==> src/rtl/core/blk2_pkg.sv <==
// ----------------------------------------------------------------------------
// blk2_pkg
// Shared types and constants of the BLAKE2b stream hasher: initialization
// vector, message schedule, controller states and the command and status
// groups between controller and datapath.
// ----------------------------------------------------------------------------
package blk2_pkg;

  localparam int unsigned WordW   = 64;
  localparam int unsigned Rounds  = 12;
  localparam logic [63:0] ParamWord = 64'h0000_0000_0101_0000;
  localparam logic [6:0]  MaxDigest = 7'd64;

  localparam logic [63:0] IV [8] = '{
    64'h6A09E667F3BCC908, 64'hBB67AE8584CAA73B,
    64'h3C6EF372FE94F82B, 64'hA54FF53A5F1D36F1,
    64'h510E527FADE682D1, 64'h9B05688C2B3E6C1F,
    64'h1F83D9ABFB41BD6B, 64'h5BE0CD19137E2179
  };

  localparam logic [3:0] SIGMA [10][16] = '{
    '{4'd0, 4'd1, 4'd2, 4'd3, 4'd4, 4'd5, 4'd6, 4'd7,
      4'd8, 4'd9, 4'd10, 4'd11, 4'd12, 4'd13, 4'd14, 4'd15},
    '{4'd14, 4'd10, 4'd4, 4'd8, 4'd9, 4'd15, 4'd13, 4'd6,
      4'd1, 4'd12, 4'd0, 4'd2, 4'd11, 4'd7, 4'd5, 4'd3},
    '{4'd11, 4'd8, 4'd12, 4'd0, 4'd5, 4'd2, 4'd15, 4'd13,
      4'd10, 4'd14, 4'd3, 4'd6, 4'd7, 4'd1, 4'd9, 4'd4},
    '{4'd7, 4'd9, 4'd3, 4'd1, 4'd13, 4'd12, 4'd11, 4'd14,
      4'd2, 4'd6, 4'd5, 4'd10, 4'd4, 4'd0, 4'd15, 4'd8},
    '{4'd9, 4'd0, 4'd5, 4'd7, 4'd2, 4'd4, 4'd10, 4'd15,
      4'd14, 4'd1, 4'd11, 4'd12, 4'd6, 4'd8, 4'd3, 4'd13},
    '{4'd2, 4'd12, 4'd6, 4'd10, 4'd0, 4'd11, 4'd8, 4'd3,
      4'd4, 4'd13, 4'd7, 4'd5, 4'd15, 4'd14, 4'd1, 4'd9},
    '{4'd12, 4'd5, 4'd1, 4'd15, 4'd14, 4'd13, 4'd4, 4'd10,
      4'd0, 4'd7, 4'd6, 4'd3, 4'd9, 4'd2, 4'd8, 4'd11},
    '{4'd13, 4'd11, 4'd7, 4'd14, 4'd12, 4'd1, 4'd3, 4'd9,
      4'd5, 4'd0, 4'd15, 4'd4, 4'd8, 4'd6, 4'd2, 4'd10},
    '{4'd6, 4'd15, 4'd14, 4'd9, 4'd11, 4'd3, 4'd0, 4'd8,
      4'd12, 4'd2, 4'd13, 4'd7, 4'd1, 4'd4, 4'd10, 4'd5},
    '{4'd10, 4'd2, 4'd8, 4'd4, 4'd7, 4'd6, 4'd1, 4'd5,
      4'd15, 4'd11, 4'd9, 4'd14, 4'd3, 4'd12, 4'd13, 4'd0}
  };

  typedef enum logic [2:0] {
    ST_IDLE,
    ST_LOADV,
    ST_ROUND,
    ST_FEED,
    ST_OUT
  } state_t;

  typedef struct packed {
    logic       wr_in;
    logic       save_pend;
    logic       wr_pend;
    logic       cnt_full;
    logic       cnt_fin;
    logic       cnt_one;
    logic       load_v;
    logic       final_blk;
    logic       round_en;
    logic [3:0] round;
    logic [1:0] step;
    logic       feed;
    logic       shift_out;
    logic       init;
  } cmd_t;

  typedef struct packed {
    logic       full;
    logic       pend_eom;
    logic [5:0] last_idx;
  } sts_t;

  function automatic logic [6:0] eff_len(logic [6:0] d);
    logic [6:0] r;
    r = d;
    if (d == 7'd0) r = 7'd1;
    else if (d > MaxDigest) r = MaxDigest;
    return r;
  endfunction

endpackage

==> src/rtl/core/blk2_ctrl.sv <==
// ----------------------------------------------------------------------------
// blk2_ctrl
// Controller of the BLAKE2b stream hasher: sequences byte intake, the
// twelve-round compression and the digest output.
// ----------------------------------------------------------------------------
module blk2_ctrl import blk2_pkg::*; (
  input  logic clk,
  input  logic rst_n,
  input  logic in_valid,
  output logic in_ready,
  input  logic in_has_data,
  input  logic in_end_of_message,
  output logic out_valid,
  input  logic out_ready,
  output logic out_last_byte,
  input  sts_t sts,
  output cmd_t cmd
);

  state_t     state_r, state_nxt;
  logic       final_r, final_nxt;
  logic [3:0] round_r, round_nxt;
  logic [1:0] step_r, step_nxt;
  logic [5:0] ocnt_r, ocnt_nxt;

  always_ff @(posedge clk) begin
    if (!rst_n) begin
      state_r <= ST_IDLE;
      final_r <= 1'b0;
      round_r <= '0;
      step_r  <= '0;
      ocnt_r  <= '0;
    end else begin
      state_r <= state_nxt;
      final_r <= final_nxt;
      round_r <= round_nxt;
      step_r  <= step_nxt;
      ocnt_r  <= ocnt_nxt;
    end
  end

  assign out_last_byte = (ocnt_r == sts.last_idx);

  always_comb begin
    state_nxt = state_r;
    final_nxt = final_r;
    round_nxt = round_r;
    step_nxt  = step_r;
    ocnt_nxt  = ocnt_r;
    in_ready  = 1'b0;
    out_valid = 1'b0;
    cmd       = '0;
    cmd.round = round_r;
    cmd.step  = step_r;
    cmd.final_blk = final_r;
    case (state_r)
      ST_IDLE: begin
        in_ready = 1'b1;
        if (in_valid) begin
          if (in_has_data && sts.full) begin
            cmd.save_pend = 1'b1;
            cmd.cnt_full  = 1'b1;
            final_nxt     = 1'b0;
            state_nxt     = ST_LOADV;
          end else begin
            cmd.wr_in = in_has_data;
            if (in_end_of_message) begin
              cmd.cnt_fin = 1'b1;
              final_nxt   = 1'b1;
              state_nxt   = ST_LOADV;
            end
          end
        end
      end
      ST_LOADV: begin
        cmd.load_v = 1'b1;
        round_nxt  = '0;
        step_nxt   = '0;
        state_nxt  = ST_ROUND;
      end
      ST_ROUND: begin
        cmd.round_en = 1'b1;
        step_nxt     = step_r + 2'd1;
        if (step_r == 2'd3) begin
          round_nxt = round_r + 4'd1;
          if (round_r == 4'(Rounds - 1)) state_nxt = ST_FEED;
        end
      end
      ST_FEED: begin
        cmd.feed = 1'b1;
        ocnt_nxt = '0;
        if (final_r) begin
          state_nxt = ST_OUT;
        end else begin
          cmd.wr_pend = 1'b1;
          if (sts.pend_eom) begin
            cmd.cnt_one = 1'b1;
            final_nxt   = 1'b1;
            state_nxt   = ST_LOADV;
          end else begin
            state_nxt = ST_IDLE;
          end
        end
      end
      ST_OUT: begin
        out_valid = 1'b1;
        if (out_ready) begin
          cmd.shift_out = 1'b1;
          ocnt_nxt      = ocnt_r + 6'd1;
          if (out_last_byte) begin
            cmd.init  = 1'b1;
            state_nxt = ST_IDLE;
          end
        end
      end
      default: state_nxt = ST_IDLE;
    endcase
  end

  a_no_overlap: assert property (@(posedge clk) disable iff (!rst_n)
    !(in_ready && out_valid)) else $error("input and output active together");

  a_round_end: assert property (@(posedge clk) disable iff (!rst_n)
    (state_r == ST_ROUND && step_r == 2'd3 && round_r == 4'(Rounds - 1))
    |=> state_r == ST_FEED) else $error("compression did not end after last round");

  a_last_out: assert property (@(posedge clk) disable iff (!rst_n)
    (out_valid && out_ready && out_last_byte) |=> state_r == ST_IDLE)
    else $error("block not idle after last digest byte");

  a_round_range: assert property (@(posedge clk) disable iff (!rst_n)
    state_r == ST_ROUND |-> round_r < 4'(Rounds)) else $error("round out of range");

endmodule

==> config.mk <==
export PLATFORM = sky130hd
export DESIGN_NAME = blk2_ctrl
export DESIGN_NICKNAME = d
export VERILOG_FILES = /design/src/rtl/core/blk2_pkg.sv /design/src/rtl/core/blk2_ctrl.sv
export SDC_FILE = /design/constraint.sdc
export NUM_CORES = 1
export LEC_CHECK = 0
export ABC_AREA = 0
export BUFFER_PORTS_ARGS = -buffer_cell sky130_fd_sc_hd__buf_2
export CORE_AREA = 2 2 58 54
export CTS_CLUSTER_SIZE = 16
export DETAILED_ROUTE_END_ITERATION = 12
export DIE_AREA = 0 0 60 56
export PLACE_DENSITY = 0.61
export SYNTH_ARGS = -nofsm -noshare
export SYNTH_HDL_FRONTEND = slang
export SYNTH_SLANG_ARGS = --single-unit
==> constraint.sdc <==
create_clock -name clk -period 1.7 [get_ports clk]
set_clock_uncertainty 0.2 [all_clocks]
set_input_delay 0.17 -clock clk [delete_from_list [all_inputs] [get_ports clk]]
set_output_delay 0.17 -clock clk [all_outputs]
set_load 0.01 [all_outputs]
[After elaboration in Yosys (flattened, before gate mapping)]
Cells that the tools add are included.
Operators by class
  eq/ne operators: 13
  reduce and logical (&&, ||, !) cells: 9
  mux-type cells: 41
  add/sub/neg operators: 3
Operator list (count)
  two-way mux 3 bit: 8
  two-way mux 1 bit: 20
  one-hot mux 3 bit (5 select lines): 1
  two-way mux 2 bit: 6
  one-hot mux 6 bit (2 select lines): 1
  != test 2 bit, second input constant: 5
  one-hot mux 4 bit (2 select lines): 1
  adder 6 x 1 -> 6 bit, second input constant: 1
  == test 3 x 2 -> 1 bit, second input constant: 2
  == test 6 bit: 1
  two-way mux 6 bit: 1
  AND reduction 6 bit: 1
  nonzero test 2 bit: 3
  adder 4 x 1 -> 4 bit, second input constant: 1
  == test 4 bit, second input constant: 1
  two-way mux 4 bit: 1
  one-hot mux 2 bit (2 select lines): 1
  AND reduction 2 bit: 2
  == test 3 x 1 -> 1 bit, second input constant: 1
  == test 3 bit, second input constant: 1
  zero test 3 bit: 1
  != test 3 bit, second input constant: 1
  AND reduction 3 bit: 1
  adder 2 x 1 -> 2 bit, second input constant: 1
  3 further kinds: 3
Word-level totals
  word-level logic and storage cells: 71
  bits in registers: 16
  bits of input ports: 14
  output and inout bits: 21

[Depth between registers and ports, before layout]
  depth in word-level cells: 4
  depth in mapped cells: 6
  depth with buffers taken out: 5

[Least setup slack after synthesis]
Ideal clock, no wire load.
  kind: reg-to-output
  start point: register state_r[0]
  end point: output port cmd[16] (netlist name)
  arrival time: 1441 ps
  data required time: 1330 ps
  buffers on the path: 2
  cell stages (with the launch flop): 6
  path slack: -111 ps
  cell sequence: dfxtp_1 > buf_6 > nor3_1 > nand2_1 > nor2_1 > buf_4
RTL lines
  start, declared: RTL line blk2_ctrl.sv:20  | state_t state_r, state_nxt;
  start signal, assigned: RTL line blk2_ctrl.sv:34  | state_r <= state_nxt;
  end, declared: RTL line blk2_ctrl.sv:17  | output cmd_t cmd

==> flow_summary_export.csv <==
group,metric,value,unit
timing,setup_violations,1,
drt,post-route-drc-count,0,
timing,finalHoldViolations,0,
clock_network,cts-htree-levels,1,
synth,post_synth_inst_count,107,
drt,met3_wirelength,127,um
synth,synth_seq_area_share,34.6,%
timing,fmaxAchievable,0.587,GHz
worst_setup_path,cp_slowest_stage_delay,370,ps
timing,timing.max_slew.rel_slack,79.8,%
drt,drtPass1Iterations,4,
die,top_level_ports,35,
timing,grt_setup_unrepaired,"true",
synth,count_of_flip_flops_with_a_built_in_enable_after_synthesis,0,
synth,ys_ff_latch,16,
worst_setup_path,worst_ep_required_time,1330,ps
die,starting_density_of_the_core,33.9,%
drt,drt-vias-per-instance,4.92,
place,final_estimated_routing_congestion_in_global_placement,0.753,
finish,synth_to_layout_area_growth,51.2,%
worst_setup_path,cp-start-kind,"register",
drt,route.vias.total,969,
min_path,hold_path_class,"primary input to register",
drt,dr.first_iter.drc_count,16,
timing,final_period_minus_worst_setup_slack,1700,ps
job,cap_viol_max_count,0,
drt,antenna_left,0,
worst_setup_path,timing.critical_path.fanout_max,6,
clock_network,max-clock-path-buffers,2,
die,die_span_y,56,um
clock_network,cts_buffers,3,
timing,final-max-slew-violation-count,0,
finish,antennaDiodeCount,0,
drt,routed_wl_met2,1.39,mm
outcome,outcome,"complete, but fails checks",
drt,routed_wire_length_per_instance,12.6,um
timing,final.period_utilization,100,%
synth,synth-warning-count,0,
worst_setup_path,rr_startpoint,"state_r[2]",
global_route,groute.usage.overall,14.4,%
drt,topRoutingLayerUsed,"met4",
die,core_area,2730,sq um
worst_setup_path,path_type_of_the_worst_setup_path,"register to output pin",
global_route,first_global_vias,863,
worst_setup_path,arrival,1330,ps
drt,wirelength_met1,954,um
timing,worst_slack,-3.68,ps
outcome,failing_checks,"negative setup slack",
synth,synth_async_reset_ratio,0,%
clock_network,cts_tree,"built",
power_and_ir_drop,worst_ir_drop_vdd,0.540,mV
die,overall_die_area,3360,sq um
clock_network,clk_pin_slew,90,ps
finish,final_common_cell,"sky130_fd_sc_hd__buf_2",
global_route,antenna_found_initial,0,
die,die_width,60,um
global_route,grt_pass1_wl,3.76,mm
finish,drive_above_1_share,52.2,%
min_path,timing.hold.worst.start,"rst_n",
clock_network,clock_tree_root_buffer_cell,"sky130_fd_sc_hd__clkbuf_4",
timing,fin_worst_hold_slack,21.9,ps
synth,synth-main-ff-cell,"sky130_fd_sc_hd__dfxtp_1",
finish,total_of_fill_cells_in_the_finished_design,280,
synth,syn_area_per_cell,8.64,sq um
synth,synth_cell_types,35,
worst_setup_path,critPathSlowestCell,"sky130_fd_sc_hd__dfxtp_4",
timing,totalNegativeSetupSlack,-3.68,ps
timing,timing_worst_slew_pin_value,299,ps
place,place.detailed.hpwl,1.66,mm
global_route,overflow,0,
worst_setup_path,crit_path_cell_trace,"buf_6, nor3_4, nand2_2, nor3b_2, buf_2",
worst_setup_path,setup.worst_path.start,"state_r[0]",
finish,mostFrequentLayoutCells,"sky130_fd_sc_hd__buf_2, sky130_fd_sc_hd__buf_4, sky130_fd_sc_hd__nand2_1, sky130_fd_sc_hd__nand3_1, sky130_fd_sc_hd__dfxtp_1",
clock_network,clk-insertion-delay-late,280,ps
power_and_ir_drop,p_leak,0.625,nW
synth,net_count_after_synthesis,124,
synth,netlist_area,925,sq um
place,placement.io_buffers,34,
global_route,grt_start_max_net_pins,12,
finish,nNetsFinal,176,
clock_network,clkSinkCount,16,
power_and_ir_drop,power.density_cell_area,670,nW/um^2
worst_setup_path,crit_path_end_kind,"output pin",
die,core.rowCount,18,
drt,finalWirelength,2.49,mm
## cell type report
| type | instances | area (sq um) | area share, % |
|---|---|---|---|
| clock buffer | 3 | 22.5 | 1.61 |
| inverter | 3 | 16.3 | 1.16 |
| multi-input combinational | 83 | 641 | 45.8 |
| sequential | 16 | 344 | 24.6 |
| tap | 40 | 50.0 | 3.58 |
| timing repair buffer | 52 | 324 | 23.2 |
## cell usage after synthesis (all sizes together) (3+ instances only)
master | instances | area [sq um]
a21oi | 5 | 25.0
and2 | 3 | 18.8
buf | 4 | 37.5
dfxtp | 16 | 320
ha | 3 | 37.5
nand2 | 9 | 33.8
nand3 | 8 | 40.0
nor2 | 10 | 45.0
nor2b | 4 | 25.0
nor3b | 4 | 35.0
o21ai | 6 | 30.0
xnor2 | 6 | 52.6
xor2 | 4 | 35.0
## what timing repair did
item / CTS / global route
hold buffers: 1 / 0
buffers inserted: 8 / 6
pin swaps: 9 / 4
endpoints found under the hold margin: 1 / 0
resized for setup: 28 / 9
setup endpoints to repair: 11 / 11
## per-layer routing
| metal | vias up | track usage [%] |
|---|---|---|
| met4 | 0 | 2.86 |
| met5 | - | 0 |
| met1 | 454 | 16.7 |
| met2 | 31 | 25.6 |
| li1 | 482 | - |
| met3 | 2 | 4.19 |
## report_power, final
part	switching [mW]	internal, mW	leakage, nW
combinational	0.147	0.169	0.476
sequential	0.0309	0.393	0.135
clock	0.114	0.0822	0.0138
## flip-flops by register name (all words and copies together), names as in the netlist
signal and cells:
final_r 1, state_r 3, ocnt_r 6, step_r 2, round_r 4
## final timing paths
check / end / slack (ps) / cells past startpoint
hold / removal: round_r[3] / 20 / 3
setup / recovery: cmd[17] / -4 / 5
hold reg to reg: round_r[3] / 310 / 2
setup reg to reg: ocnt_r[4] / 60 / 6
## critical path, delay by kind of cell, from the launching register on
family	cells	cell delay (ps)
DFF	1	370
and+or+nand+nor	3	400
buffers and inverters	2	280
## stage by stage
stage,utilization [%],setup WS (ps),power [mW],cell area (sq um),cells
after detailed placement,41.5,46.8,0.644,1130,179
final,51.3,-3.68,0.936,1400,197
after global placement,41.5,97.1,0.642,1130,179
after global routing,51.3,-85.7,0.994,1400,197
after CTS,48.5,-22.2,0.900,1320,191
after floorplan,-,61.2,0.578,930,107
## logic make-up after synthesis
| logic type | after synthesis | synth area share (%) |
|---|---|---|
| simple gates | 49 | 30.7 |
| compound gates | 19 | 12.7 |
| flops | 16 | 34.6 |
| xor+xnor | 10 | 9.47 |
| buf+inv | 8 | 6.22 |
| fa+ha+maj | 3 | 4.06 |
| mux | 2 | 2.17 |
Note: power is estimated with default switching activity, not from simulation.
